--- config.mk ---
export PLATFORM = sky130hd
export DESIGN_NAME = lbp_code_unit
export DESIGN_NICKNAME = d
export VERILOG_FILES = /design/src/rtl/core/lbp_pkg.sv /design/src/rtl/core/lbp_code_unit.sv
export SDC_FILE = /design/constraint.sdc
export NUM_CORES = 1
export LEC_CHECK = 0
export BUFFER_PORTS_ARGS = -buffer_cell sky130_fd_sc_hd__buf_2
export CORE_MARGIN = 1
export CORE_UTILIZATION = 55
export DETAILED_ROUTE_END_ITERATION = 7
export PLACE_DENSITY = 0.84
export SLEW_MARGIN = 10
export SYNTH_ARGS = -nofsm -noshare
export SYNTH_HDL_FRONTEND = slang
export SYNTH_SLANG_ARGS = --single-unit
--- constraint.sdc ---
create_clock -name clk -period 2.4 [get_ports clk]
set_input_delay 0.72 -clock clk [delete_from_list [all_inputs] [get_ports clk]]
set_output_delay 0.72 -clock clk [all_outputs]
set_load 0.03 [all_outputs]
--- src/rtl/core/lbp_pkg.sv ---
// Shared types and constants for the 3x3 local binary pattern stream block.
package lbp_pkg;

  localparam int MAX_WIDTH_DEF  = 1024;
  localparam int MAX_HEIGHT_DEF = 1024;

  // Widths, dimension minimum and configuration register indices
  localparam int DIM_W   = 11;
  localparam int PIX_W   = 8;
  localparam int CODE_W  = 8;
  localparam int DIM_MIN = 3;

  typedef enum logic {
    REG_FRAME_WIDTH  = 1'b0,
    REG_FRAME_HEIGHT = 1'b1
  } cfg_reg_t;

  // Position flags of one accepted pixel
  typedef struct packed {
    logic emit;       // centre is an interior pixel, a code is due
    logic row_end;    // last code of an output row
    logic frame_end;  // last code of the output frame
  } pos_info_t;

  // One column of the window: top, middle, bottom pixel
  typedef struct packed {
    logic [PIX_W-1:0] top;
    logic [PIX_W-1:0] mid;
    logic [PIX_W-1:0] bot;
  } win_col_t;

  // Line store entry: older row above newer row
  typedef struct packed {
    logic [PIX_W-1:0] upper;
    logic [PIX_W-1:0] middle;
  } line_entry_t;

endpackage

--- src/rtl/core/lbp_code_unit.sv ---
// Two-column window register and the eight neighbor comparisons.
module lbp_code_unit (
  input  logic                      clk,
  input  logic                      rst,
  input  logic                      shift,
  input  lbp_pkg::win_col_t         new_col,
  output logic [lbp_pkg::CODE_W-1:0] code
);
  import lbp_pkg::*;

  win_col_t c1;  // previous column
  win_col_t c2;  // column before that
  logic [PIX_W-1:0] centre;

  always_ff @(posedge clk) begin
    if (rst) begin
      c1 <= '0;
      c2 <= '0;
    end else if (shift) begin
      c2 <= c1;
      c1 <= new_col;
    end
  end

  always_comb begin
    centre  = c1.mid;
    code[7] = c2.top      > centre;
    code[6] = c1.top      > centre;
    code[5] = new_col.top > centre;
    code[4] = new_col.mid > centre;
    code[3] = new_col.bot > centre;
    code[2] = c1.bot      > centre;
    code[1] = c2.bot      > centre;
    code[0] = c2.mid      > centre;
  end

endmodule

After elaboration in Yosys (flattened, before gate mapping) --
Index checks and enable logic that the tools add are counted.
Storage, ports and cells: register bits after elaboration 48, bits of input ports 27, output and inout port bits 8, logic and storage cells 14
Cells by class: $lt $le $gt $ge 8
Operator list (number):
- $gt 8x8->1 | 8

Logic depth before layout (Yosys ltp) --
depth in word-level cells 1, mapped depth 6, gate-level depth less buffers 6

Least setup slack after synthesis --
No wires, ideal clock.
kind input-to-output, from input new_col[1] (netlist name), to output code[3] (netlist name), arrival time 1.621 ns, required time 1.680 ns, slack 0.059 ns, cell stages on the path 5, buffers on the path 0, path through ha_1 nor2b_1 o211ai_1 a21oi_1 o22a_1
On the way: word-level cells in the longest chain between the ends 1
RTL lines:
- from (decl) | line lbp_code_unit.sv:6 | input lbp_pkg::win_col_t new_col,
- $gt 8x8->1 | line lbp_code_unit.sv:31 | code[3] = new_col.bot > centre;
- to (decl) | line lbp_code_unit.sv:7 | output logic [lbp_pkg::CODE_W-1:0] code
Every way passes these cells.

Final worst setup path --
from input new_col[15] (netlist name), to output code[4] (netlist name)
On the way: word-level cells in the longest chain between the ends 1
RTL lines:
- $gt 8x8->1 | line lbp_code_unit.sv:30 | code[4] = new_col.mid > centre;
Every way passes these cells.

==> results by stage <==
Worst setup path:
- At the worst endpoint, the arrival time is 1870 ps.
- The worst setup path is captured at an output pin.
- The top fanout value on the critical path is 3.
- The slowest stage of the critical path belongs to the cell sky130_fd_sc_hd__ha_1.
- The critical path class is input port to output pin.
- The required time of the critical path is 1680 ps.
- In this design, the stage delay of the slowest critical-path cell is 310 ps.
- STA classifies the critical path startpoint as an input port.
- The signal on the critical path passes through buf_2 > ha_1 > nand4_1 > a21oi_1 > o22a_1 > buf_6.

STA:
- Setup repair after global routing could not meet its margin everywhere.
- The sum of negative setup slack is -1040 ps.
- For the finished layout, the period the worst path requires is 2590 ps.
- The setup-violating endpoint count in the final report is 8.
- The highest achievable clock rate is 0.386 GHz.
- Clock skew on the completed layout was measured at 3.01 ps.
- The fraction of the cycle the final worst path needs is 1.08.
- The final count of pins violating max slew is 0.
- The final setup slack of the worst path is -189 ps.
- The pin slew with the least headroom to its limit is 508 ps.
- The worst max-slew margin expressed relative to the limit is 0.661.
- The number of hold violations in the final report came to 0.

Floorplanning:
- For this configuration, the core starts out at a cell density of 0.588.
- During I/O placement, the number of pins put on the boundary was 35.
- The core region is 5270 sq um.
- The die covers 5930 sq um.
- Measured along the x axis, the die boundary spans 77.0 microns.
- The die height is 77.0 microns.
- The number of standard-cell rows in the floorplan is 26.

Synth:
- Of the post-synthesis cell area, the dominant cell type holds 0.310.
- After synthesis, the cell types taking the most area are sky130_fd_sc_hd__dfxtp_1 31%, sky130_fd_sc_hd__ha_1 26%, sky130_fd_sc_hd__mux2i_1 16%, sky130_fd_sc_hd__nor2_1 5.8%, sky130_fd_sc_hd__a21oi_1 5.2%.
- In the synthesized netlist, the number of instances is 322.
- The netlist uses 17 different library cells.
- Summed over all instances, the cell type with the most area after synthesis is sky130_fd_sc_hd__dfxtp_1.
- Yosys printed 0 warnings.
- A synthesized cell averages 9.62 sq um.
- Synthesis produced a netlist with a net count of 413.
- Summing every instance area after synthesis gives 3100 sq um.
- The synthesized flop and latch total is 48.
- For this run, the register share of the synthesized area comes to 0.310.

Cells and area:
- In the final layout, the share of cells above drive strength 1 is 0.236.
- The antenna diode instance count is 0.
- At the end of the flow, the number of nets in the layout was 458.
- Relative to the synthesized area, the layout overhead comes to 22.1%.
- The post-layout utilization of the core is 0.718.
- The final design instance area without fill is 3780 sq um.

Drt:
- The detail route stage leaves a number of antenna-violating nets equal to 0.
- The routed length per placed instance is 17.9 microns.
- The total wirelength of the detailed-routed design is 7.85 mm.
- The total via count after detailed routing is 2594.
- The routed via count divided by cell count is 5.92.
- The count of unresolved DRC violations after routing is 0.
- The detailed router finished its first iteration with 243 violations.
- The pre-antenna-repair detailed-routing pass consisted of 4 iterations.

Clock network:
- The clock latency on the worst-skew pair is 290 ps.
- The clock input transition at the sequential cells of the worst setup and hold paths is 80 ps.
- The root cell of the clock tree is sky130_fd_sc_hd__clkbuf_8.
- The total clock sinks is 48.
- The clock tree from TritonCTS is done.
- The worst-case clock buffer depth is 2.
- The CTS buffer count is 5.
- The H-tree was split into 2 levels.
- The hold-fix buffer count after cts is 0.

Global routing:
- The number of antenna violations at the first check in global routing is 0.
- The maximum number of pins on one net before global-route repair is 49.
- Across every metal layer, demand over resource in global routing totals 0.244.
- Summed over all layers, the global routing overflow is 0.
- The via count of the first global-routing pass came to 2522.
- The first global-routing pass estimated 11.7 mm of wire.

Place:
- Detailed placement finished with a half-perimeter wire length of 4.57 mm.
- The cell area after placement is 3330 sq um.
- The worst setup timing slack at the placement stage is -184 ps.
- The count of buffers inserted at the top-level ports is 34.
- Routability-driven placement finished with a final weighted congestion of 0.834.

Status:
- The flow ran to the end, but the final reports show violations.
- The checks that failed: setup timing.

Pwr:
- The power share of the combinational group is 0.323.
- The worst vdd rail ir drop is 0.381 mV.
- The sequential fraction of design power is 0.431.
- Summed over all cells, the static leakage comes to 1.76 nW.
- Summed over all nets, the switching power comes to 0.639 mW.
- Of the total power, the share spent switching nets is 0.318.
- Power comes to 2.01 mW.
- The share of total power dissipated in the clock network is 0.247.
- Internal power comes to 1.37 mW.
- The ratio of total power to cell area is 532 nW/um^2.

Worst hold path:
- The worst min-delay path category is flop to flop.

Flow run:
- The tool flagged a number of max-cap violations equal to 0.
## final cells by class
class	instances	area, sq um
Sequential cell	48	967
Fill cell	361	1490
Timing Repair Buffer	49	368
Clock buffer	8	90.1
Inverter	15	62.6
Tap cell	70	87.6
Multi-Input combinational cell	248	2210
## final timing paths
kind / from / endpoint / slack [ps] / cells after the start
hold reg to reg: c2[7] / c2[7] / 510 / 2
setup / recovery: new_col[15] / code[4] / -190 / 6
setup reg to reg: centre[0] / c2[8] / 1580 / 3
hold / removal: c2[7] / c2[7] / 510 / 2
## cell usage in the layout, fill, tap and decap left out, drive strengths merged
cell type | Yosys | routed
buf | 8 | 49
ha | 64 | 64
nand4 | 16 | 16
nor2b | 8 | 8
nand2 | 8 | 8
o211ai | 8 | 8
dfxtp | 48 | 48
o21ai | 8 | 8
nor2 | 48 | 48
a21oi | 32 | 32
inv | 15 | 14
o22a | 8 | 8
mux2i | 48 | 48
clkbuf | 3 | 8
clkinvlp | 0 | 1
## registers in the layout, indices dropped and copies added (netlist names)
| name | cells |
|---|---|
| c2 | 24 |
| c1 | 16 |
| centre | 8 |
## layer usage
metal,vias to the layer above,track usage,wire length [microns]
li1,1259,-,-
met1,1241,0.301,3530
met2,77,0.421,3770
met3,17,0.0369,342
met4,0,0.104,200
met5,-,0,0
## cells by family (layout without fill, tap and decap cells)
| logic type | after synthesis | count (layout) | share of synthesized area |
|---|---|---|---|
| buffers and inverters | 26 | 72 | 0.0529 |
| adder cells (fa/ha/maj) | 64 | 64 | 0.259 |
| flip-flops | 48 | 48 | 0.310 |
| AND/OR/NAND/NOR | 80 | 80 | 0.116 |
| AO/OA/AOI/OAI | 56 | 56 | 0.107 |
| multiplexers | 48 | 48 | 0.155 |
## power by group through the flow
stage	clock [mW]	combinational (mW)	sequential (mW)
6_report	0.496	0.650	0.867
5_1_grt	0.530	0.705	0.871
3_3_place_gp	0	0.486	0.878
4_1_cts	0.500	0.567	0.862
2_1_floorplan	0	0.378	0.873
3_5_place_dp	0	0.506	0.878
## synth_stat cells
cell,n
sky130_fd_sc_hd__ha_1,64
sky130_fd_sc_hd__dfxtp_1,48
sky130_fd_sc_hd__mux2i_1,48
sky130_fd_sc_hd__nor2_1,48
sky130_fd_sc_hd__a21oi_1,32
sky130_fd_sc_hd__nand4_1,16
sky130_fd_sc_hd__inv_1,15
sky130_fd_sc_hd__nand2_1,8
sky130_fd_sc_hd__nor2b_1,8
sky130_fd_sc_hd__o211ai_1,8
sky130_fd_sc_hd__o21ai_0,8
sky130_fd_sc_hd__o22a_1,8
sky130_fd_sc_hd__buf_12,3
sky130_fd_sc_hd__clkbuf_1,3
sky130_fd_sc_hd__buf_2,2
sky130_fd_sc_hd__buf_4,2
sky130_fd_sc_hd__buf_6,1
## worst max-delay path: cells and delay by family
kind,cells,cell delay [ps]
AOI/OAI and AO/OA,2,410
adders and majority gates,1,310
buffers and inverters,2,250
and+or+nand+nor,1,180
## stage by stage
| step | cells | hold slack [ps] |
|---|---|---|
| global placement | 423 | 476 |
| CTS | 433 | 512 |
| finish | 438 | 512 |
| floorplan | 322 | 460 |
| detailed placement | 423 | 489 |
| global route | 438 | 534 |
## what timing repair did
| action | 4_1_cts | 5_1_grt |
|---|---|---|
| endpoints found under the setup margin | 8 | 8 |
| pin swaps | 11 | 17 |
| setup buffers | 2 | 5 |
| resized for setup | 31 | 29 |
Power figures use the tool's default switching activity.
