$ cat config.mk
export PLATFORM = sky130hd
export DESIGN_NAME = lbp_pos_ctrl
export DESIGN_NICKNAME = d
export VERILOG_FILES = /design/src/rtl/core/lbp_pkg.sv /design/src/rtl/core/lbp_pos_ctrl.sv
export SDC_FILE = /design/constraint.sdc
export NUM_CORES = 1
export LEC_CHECK = 0
export BUFFER_PORTS_ARGS = -buffer_cell sky130_fd_sc_hd__buf_2
export CAP_MARGIN = 5
export CORE_ASPECT_RATIO = 1.5
export CORE_MARGIN = 1.5
export CORE_UTILIZATION = 25
export CTS_CLUSTER_SIZE = 14
export DETAILED_ROUTE_END_ITERATION = 8
export HOLD_SLACK_MARGIN = 0.08
export PLACE_DENSITY = 0.53
export SLEW_MARGIN = 5
export SYNTH_ARGS = -nofsm -noshare
export SYNTH_HDL_FRONTEND = slang
export SYNTH_SLANG_ARGS = --single-unit
$ cat constraint.sdc
create_clock -name clk -period 3.9 [get_ports clk]
set_clock_uncertainty 0.15 [all_clocks]
set_input_delay 0.78 -clock clk [delete_from_list [all_inputs] [get_ports clk]]
set_output_delay 0.78 -clock clk [all_outputs]
set_load 0.005 [all_outputs]
$ cat src/rtl/core/lbp_pkg.sv
// Shared types and constants for the 3x3 local binary pattern stream block.
package lbp_pkg;

  localparam int MAX_WIDTH_DEF  = 1024;
  localparam int MAX_HEIGHT_DEF = 1024;

  // Widths, dimension minimum and configuration register indices
  localparam int DIM_W   = 11;
  localparam int PIX_W   = 8;
  localparam int CODE_W  = 8;
  localparam int DIM_MIN = 3;

  typedef enum logic {
    REG_FRAME_WIDTH  = 1'b0,
    REG_FRAME_HEIGHT = 1'b1
  } cfg_reg_t;

  // Position flags of one accepted pixel
  typedef struct packed {
    logic emit;       // centre is an interior pixel, a code is due
    logic row_end;    // last code of an output row
    logic frame_end;  // last code of the output frame
  } pos_info_t;

  // One column of the window: top, middle, bottom pixel
  typedef struct packed {
    logic [PIX_W-1:0] top;
    logic [PIX_W-1:0] mid;
    logic [PIX_W-1:0] bot;
  } win_col_t;

  // Line store entry: older row above newer row
  typedef struct packed {
    logic [PIX_W-1:0] upper;
    logic [PIX_W-1:0] middle;
  } line_entry_t;

endpackage

$ cat src/rtl/core/lbp_pos_ctrl.sv
// Column and row counters with dimension clamping and frame restart.
module lbp_pos_ctrl #(
  parameter int MAX_WIDTH  = lbp_pkg::MAX_WIDTH_DEF,
  parameter int MAX_HEIGHT = lbp_pkg::MAX_HEIGHT_DEF,
  parameter int CW         = $clog2(MAX_WIDTH),
  parameter int RW         = $clog2(MAX_HEIGHT)
) (
  input  logic                     clk,
  input  logic                     rst,
  input  logic                     accept,
  input  logic                     frame_start,
  input  logic [lbp_pkg::DIM_W-1:0] frame_width,
  input  logic [lbp_pkg::DIM_W-1:0] frame_height,
  output logic [CW-1:0]            col,
  output lbp_pkg::pos_info_t       info
);
  import lbp_pkg::*;

  localparam int CMPW = (CW + 1 > DIM_W) ? CW + 1 : DIM_W;
  localparam int RMPW = (RW + 1 > DIM_W) ? RW + 1 : DIM_W;

  logic [CW-1:0]   column_count;
  logic [RW-1:0]   row_count;
  logic [RW-1:0]   row;
  logic [CMPW-1:0] w_eff;
  logic [RMPW-1:0] h_eff;
  logic            last_col;
  logic            last_row;

  // Saturate registers into [3, MAX]
  always_comb begin
    if (CMPW'(frame_width) < CMPW'(DIM_MIN)) begin
      w_eff = CMPW'(DIM_MIN);
    end else if (CMPW'(frame_width) > CMPW'(MAX_WIDTH)) begin
      w_eff = CMPW'(MAX_WIDTH);
    end else begin
      w_eff = CMPW'(frame_width);
    end
    if (RMPW'(frame_height) < RMPW'(DIM_MIN)) begin
      h_eff = RMPW'(DIM_MIN);
    end else if (RMPW'(frame_height) > RMPW'(MAX_HEIGHT)) begin
      h_eff = RMPW'(MAX_HEIGHT);
    end else begin
      h_eff = RMPW'(frame_height);
    end
  end

  always_comb begin
    col      = frame_start ? '0 : column_count;
    row      = frame_start ? '0 : row_count;
    last_col = (CMPW'(col) + CMPW'(1)) >= w_eff;
    last_row = (RMPW'(row) + RMPW'(1)) >= h_eff;
    info.emit      = (CMPW'(col) >= CMPW'(2)) && (RMPW'(row) >= RMPW'(2));
    info.row_end   = last_col;
    info.frame_end = last_col && last_row;
  end

  always_ff @(posedge clk) begin
    if (rst) begin
      column_count <= '0;
      row_count    <= '0;
    end else if (accept) begin
      if (last_col) begin
        column_count <= '0;
        row_count    <= last_row ? '0 : row + RW'(1);
      end else begin
        column_count <= col + CW'(1);
        row_count    <= row;
      end
    end
  end

endmodule

# Word-level counts from Yosys, hierarchy flattened
# Index checks and enable logic that the tools add are counted.
[classes]
muxes = 9
reduce_logical = 2
addsub = 4
magnitude_cmp = 8
[op_table]
columns = ["op", "count"]
rows = [
  ["10-bit 2-to-1 mux", 5],
  ["11-bit 2-to-1 mux", 4],
  ["10-bit by 1-bit adder with 11-bit output (second input constant)", 2],
  ["11-bit >= comparator", 2],
  ["11-bit greater-than comparator (second input constant)", 2],
  ["11-bit by 2-bit less-than comparator with 1-bit output (second input constant)", 2],
  ["10-bit by 1-bit adder with 10-bit output (second input constant)", 2],
  ["10-bit by 2-bit >= comparator with 1-bit output (second input constant)", 2],
  ["1-bit logical AND", 2],
]
[word_totals]
regBits = 20
output_inout_bits = 13

# Logic depth before layout (Yosys ltp)
[depth]
depth_word = 6
mapped_depth = 17
ltp_nobuf = 15

# Worst setup path before layout
# OpenSTA, ideal clock, no wires.
[synth_path]
kind = "input -> output"
startpoint = "in frame_start"
endpoint = "out info[0] in the netlist's numbering"
t_required_ps = 2970
stages = 13
path_buffers = 2
path_slack_ps = -439
arrival_ps = 3409
cell_sequence = "clkbuf_1 -> clkbuf_1 -> nor2b_1 -> ha_1 -> inv_1 -> or3_1 -> or3_4 -> nor4b_1 -> ha_1 -> nand4_1 -> nor3_1 -> a21oi_1 -> a21boi_0"
[synth_lines]
columns = ["item", "line_no", "text"]
rows = [
  ["start, declared", "lbp_pos_ctrl.sv:11", "input logic frame_start,"],
  ["end, declared", "lbp_pos_ctrl.sv:15", "output lbp_pkg::pos_info_t info"],
]

==> metrics.cfg <==
[clock_tree]
clock_tree_buf_depth = 2
cts_tree = built
tritoncts_num_sinks = 20
cts_buffers = 3
clock_insertion_delay_worst_skew_ns = 0.26
clockRootBuffer = clkbuf_8
cts.reportedPaths.clkPinSlew_ns = 0.08
cts_hold_repair.buffers = 0
cts-htree-levels = 1
post_cts.repair.setup_buffers = 0

[power]
sequential_share_of_power = 0.467
cellLeakagePower_nw = 1.27
internal-power_w = 0.000319
share_of_power_burned_in_the_clock_network = 0.313
netSwitchingPower_w = 0.000123
netSwitchingFraction = 0.278
peakVddDrop_mv = 0.0958
p_per_area_nw_per_um2 = 169
share_comb_of_total_power = 0.219

[sta]
worst_relative_slew_slack = 0.508
final_period_minus_worst_setup_slack_ns = 4.10
timing.fmax_ghz = 0.244
finalCritPeriodShare = 1.05
post_layout_worst_setup_margin_ns = -0.203
unrepaired_setup_endpoints_after_global_routing = yes
timing.final.hold_violations = 0
slew_violations = 0
timing.setup.tns_ns = -0.203
worstMarginPinSlew_ns = 0.735
setup-violations-final = 1

[logic_synthesis]
synth_top_flop_cell = dfxtp_1
synth-xor-area-share = 0.0689
synth-adder-area-share = 0.171
synth.net_count = 287
total_of_warnings_raised_by_yosys = 0
compound_gate_portion_of_the_synthesized_area = 0.223
synth_simple_gate_area_share = 0.290
syn_area_per_cell_um2 = 8.11
synth.mux.area_fraction = 0
synth.lib_cells_used.distinct = 44
largest_family_of_logic_cells_by_synthesized_area = simple AND/OR/NAND/NOR gates
postSynth.asyncResetShare = 0
synth_seq_cells = 20
yosysSeqAreaShare = 0.210
synth_edf_count = 0
mappedNetlistArea_um2 = 1910
synthCells = 235

[floorplan]
die_w_um = 74.3
core-area_um2 = 7320
die_height_um = 110
design.portCount = 39
fp.dieArea_um2 = 8170
start_util = 0.260
placementRows = 38

[grt]
grt_start_max_net_pins = 11
antenna_found_initial = 0
grt.overflow.total = 0
grt_pass1_vias = 1924
grt_use_total = 0.147
grt_first_pass_wirelength_mm = 9.17

[placement]
hpwlAfterDp_mm = 4.70
post-place-cells = 406
gp_routability_congestion = 0.823
place.port_buffers = 38
dp_worst_setup_slack_ns = -0.318
dpl_cell_area_um2 = 2530

[setup_path]
crit_path_top_delay_cell = or3_4
critical-path-top-delay-family = simple AND/OR/NAND/NOR gates
critPathMaxFanout = 8
regToRegStartpoint = row_count[2]
path_depth = 14
criticalPathCategory = in -> out
critical_path.startpoint_type = primary input
worstPathCellList = buf_12 -> buf_6 -> nor2b_4 -> ha_4 -> inv_2 -> or3_4 -> or3_4 -> nor4b_4 -> ha_1 -> a21oi_1 -> o21ai_1 -> a21oi_1 -> a21boi_1 -> buf_2
critical_path.startpoint = frame_start
worst_r2r_path_depth = 11
worst_endpoint_required_time_ns = 2.97
critical_path.endpoint_type = output pin
cp_slowest_stage_delay_ns = 0.37
cp.arrival_ns = 3.17
cp_bufs_invs = 4

[drt]
wl_per_cell_um = 13.6
routed-via-count = 1976
drtIter0Drc = 60
drt-total-wl_mm = 5.56
route.detailed.vias_per_inst = 4.83
ant_nets = 0
detail_route.drc_violations = 0
detailedRoute.firstPassIterationCount = 4

[finish]
finalNonFillerCells = 409
area.growth.synth_to_final_pct = 37.2
nets = 363
final_area_um2 = 2610
final_layout_size_suffix_gt1_frac = 0.340
diodes = 0
finalCoreUtilization = 0.357

[job]
max-cap-violations = 0

[hold_path]
holdCritPathClass = reg -> reg
worstHoldStart = column_count[2]
hold-path-cell-count = 1

[run_status]
status = finished, violations left
violations_in_the_final_reports = setup timing

==> worst reg2reg max path: stages (launching register included) <==
cell,delay [ns]
dfxtp_1,0.48
nand3_1,0.19
or3_4,0.42
or3_4,0.37
nor4b_4,0.29
ha_1,0.30
a21oi_1,0.13
o21ai_1,0.08
a21oi_1,0.14
and3b_1,0.28
and3_2,0.28
a22o_1,0.15
==> Yosys cell counts (2+ instances only) <==
cell       n  share of area
nor2b_1   12          0.039
a22o_1    17          0.078
nand3_1    7          0.018
a21oi_1   12          0.032
nand2_1   33          0.065
buf_4      2         0.0079
o21ai_0    5          0.013
o221ai_1   3          0.014
ha_1      26           0.17
and3_1     7          0.023
nor4_1     7          0.023
nand4_1    5          0.016
nor3_1     3         0.0079
inv_1      9          0.018
xor2_1     7          0.032
clkinv_1   2         0.0039
nand2b_1   3         0.0099
a21o_2     2         0.0092
a21o_1     2         0.0079
a31oi_1    2         0.0066
xnor2_1    8          0.037
dfxtp_1   20           0.21
a21oi_2    2         0.0092
clkbuf_1   4         0.0079
a211o_1    2         0.0092
nor2_1    15          0.030
==> per-stage QoR <==
stage / power (W) / hold WS [ns]
2_1_floorplan: 0.000262 / 0.305
3_3_place_gp: 0.000305 / 0.327
3_5_place_dp: 0.000306 / 0.329
4_1_cts: 0.000447 / 0.352
5_1_grt: 0.000467 / 0.381
6_report: 0.000443 / 0.352
==> registers in the layout (all words and copies together) (netlist names) <==
name	cells
column_count	10
row_count	10
==> layout make-up <==
cell class              instances  area (um^2)
flip-flops and latches         20          400
fillers                       815         4710
inverters                      11         41.3
clock buffers                   3         41.3
repair buffers                 77          514
multi-input cells             198         1490
well taps                     100          125
==> what timing repair did <==
item	4_1_cts	5_1_grt
resized for setup	8	1
pin swaps	11	5
setup endpoints to repair	2	2
==> logic make-up (layout without fill, tap and decap cells) <==
kind of cell | count (synthesis) | in the layout
flops | 20 | 20
fa+ha+maj | 26 | 26
simple gates | 104 | 104
xor+xnor | 15 | 15
buf+inv | 17 | 91
compound gates | 53 | 53
==> worst paths after layout <==
path	to	slack [ns]
worst max-delay path	info[0]	-0.20
worst min-delay path	column_count[2]	0.35
worst max register to register	row_count[1]	0.58
worst min register to register	column_count[2]	0.35
==> layout by cell type (no fill, tap or decap), types with 2 or more instances in the layout <==
cell type,netlist,routed
a211o_1,2,2
a21o_1,2,2
a21o_2,2,2
a21oi_1,12,12
a21oi_2,2,2
a22o_1,17,17
a31oi_1,2,2
and3_1,7,7
buf_12,0,2
buf_2,0,37
buf_4,2,37
clkbuf_8,0,3
clkinv_1,2,2
dfxtp_1,20,20
ha_1,26,25
inv_1,9,6
inv_2,0,3
nand2_1,33,33
nand2b_1,3,3
nand3_1,7,7
nand4_1,5,5
nor2_1,15,15
nor2b_1,12,9
nor2b_2,0,2
nor3_1,3,2
nor3_2,1,2
nor4_1,7,7
o21ai_0,5,4
o221ai_1,3,3
or3_4,1,2
xnor2_1,8,7
xor2_1,7,7
==> per-layer routing <==
layer  up-vias  global-route usage  part of all wire  routed length [um]
li1       1008                   -                 -                   -
met1       917               0.157              0.40                2200
met2        47               0.294              0.56                3110
met3         4              0.0156             0.033                 183
met4         0              0.0351             0.011                  63
met5         -                   0                 0                   0
==> power groups by stage <==
stage,Clock (W),Combinational (W),Sequential (W)
2_1_floorplan,0,0.0000513,0.000211
3_3_place_gp,0,0.0000934,0.000212
3_5_place_dp,0,0.0000947,0.000212
4_1_cts,0.000143,0.0000979,0.000207
5_1_grt,0.000151,0.000109,0.000207
6_report,0.000139,0.0000971,0.000207
Power figures use the tool's default switching activity.
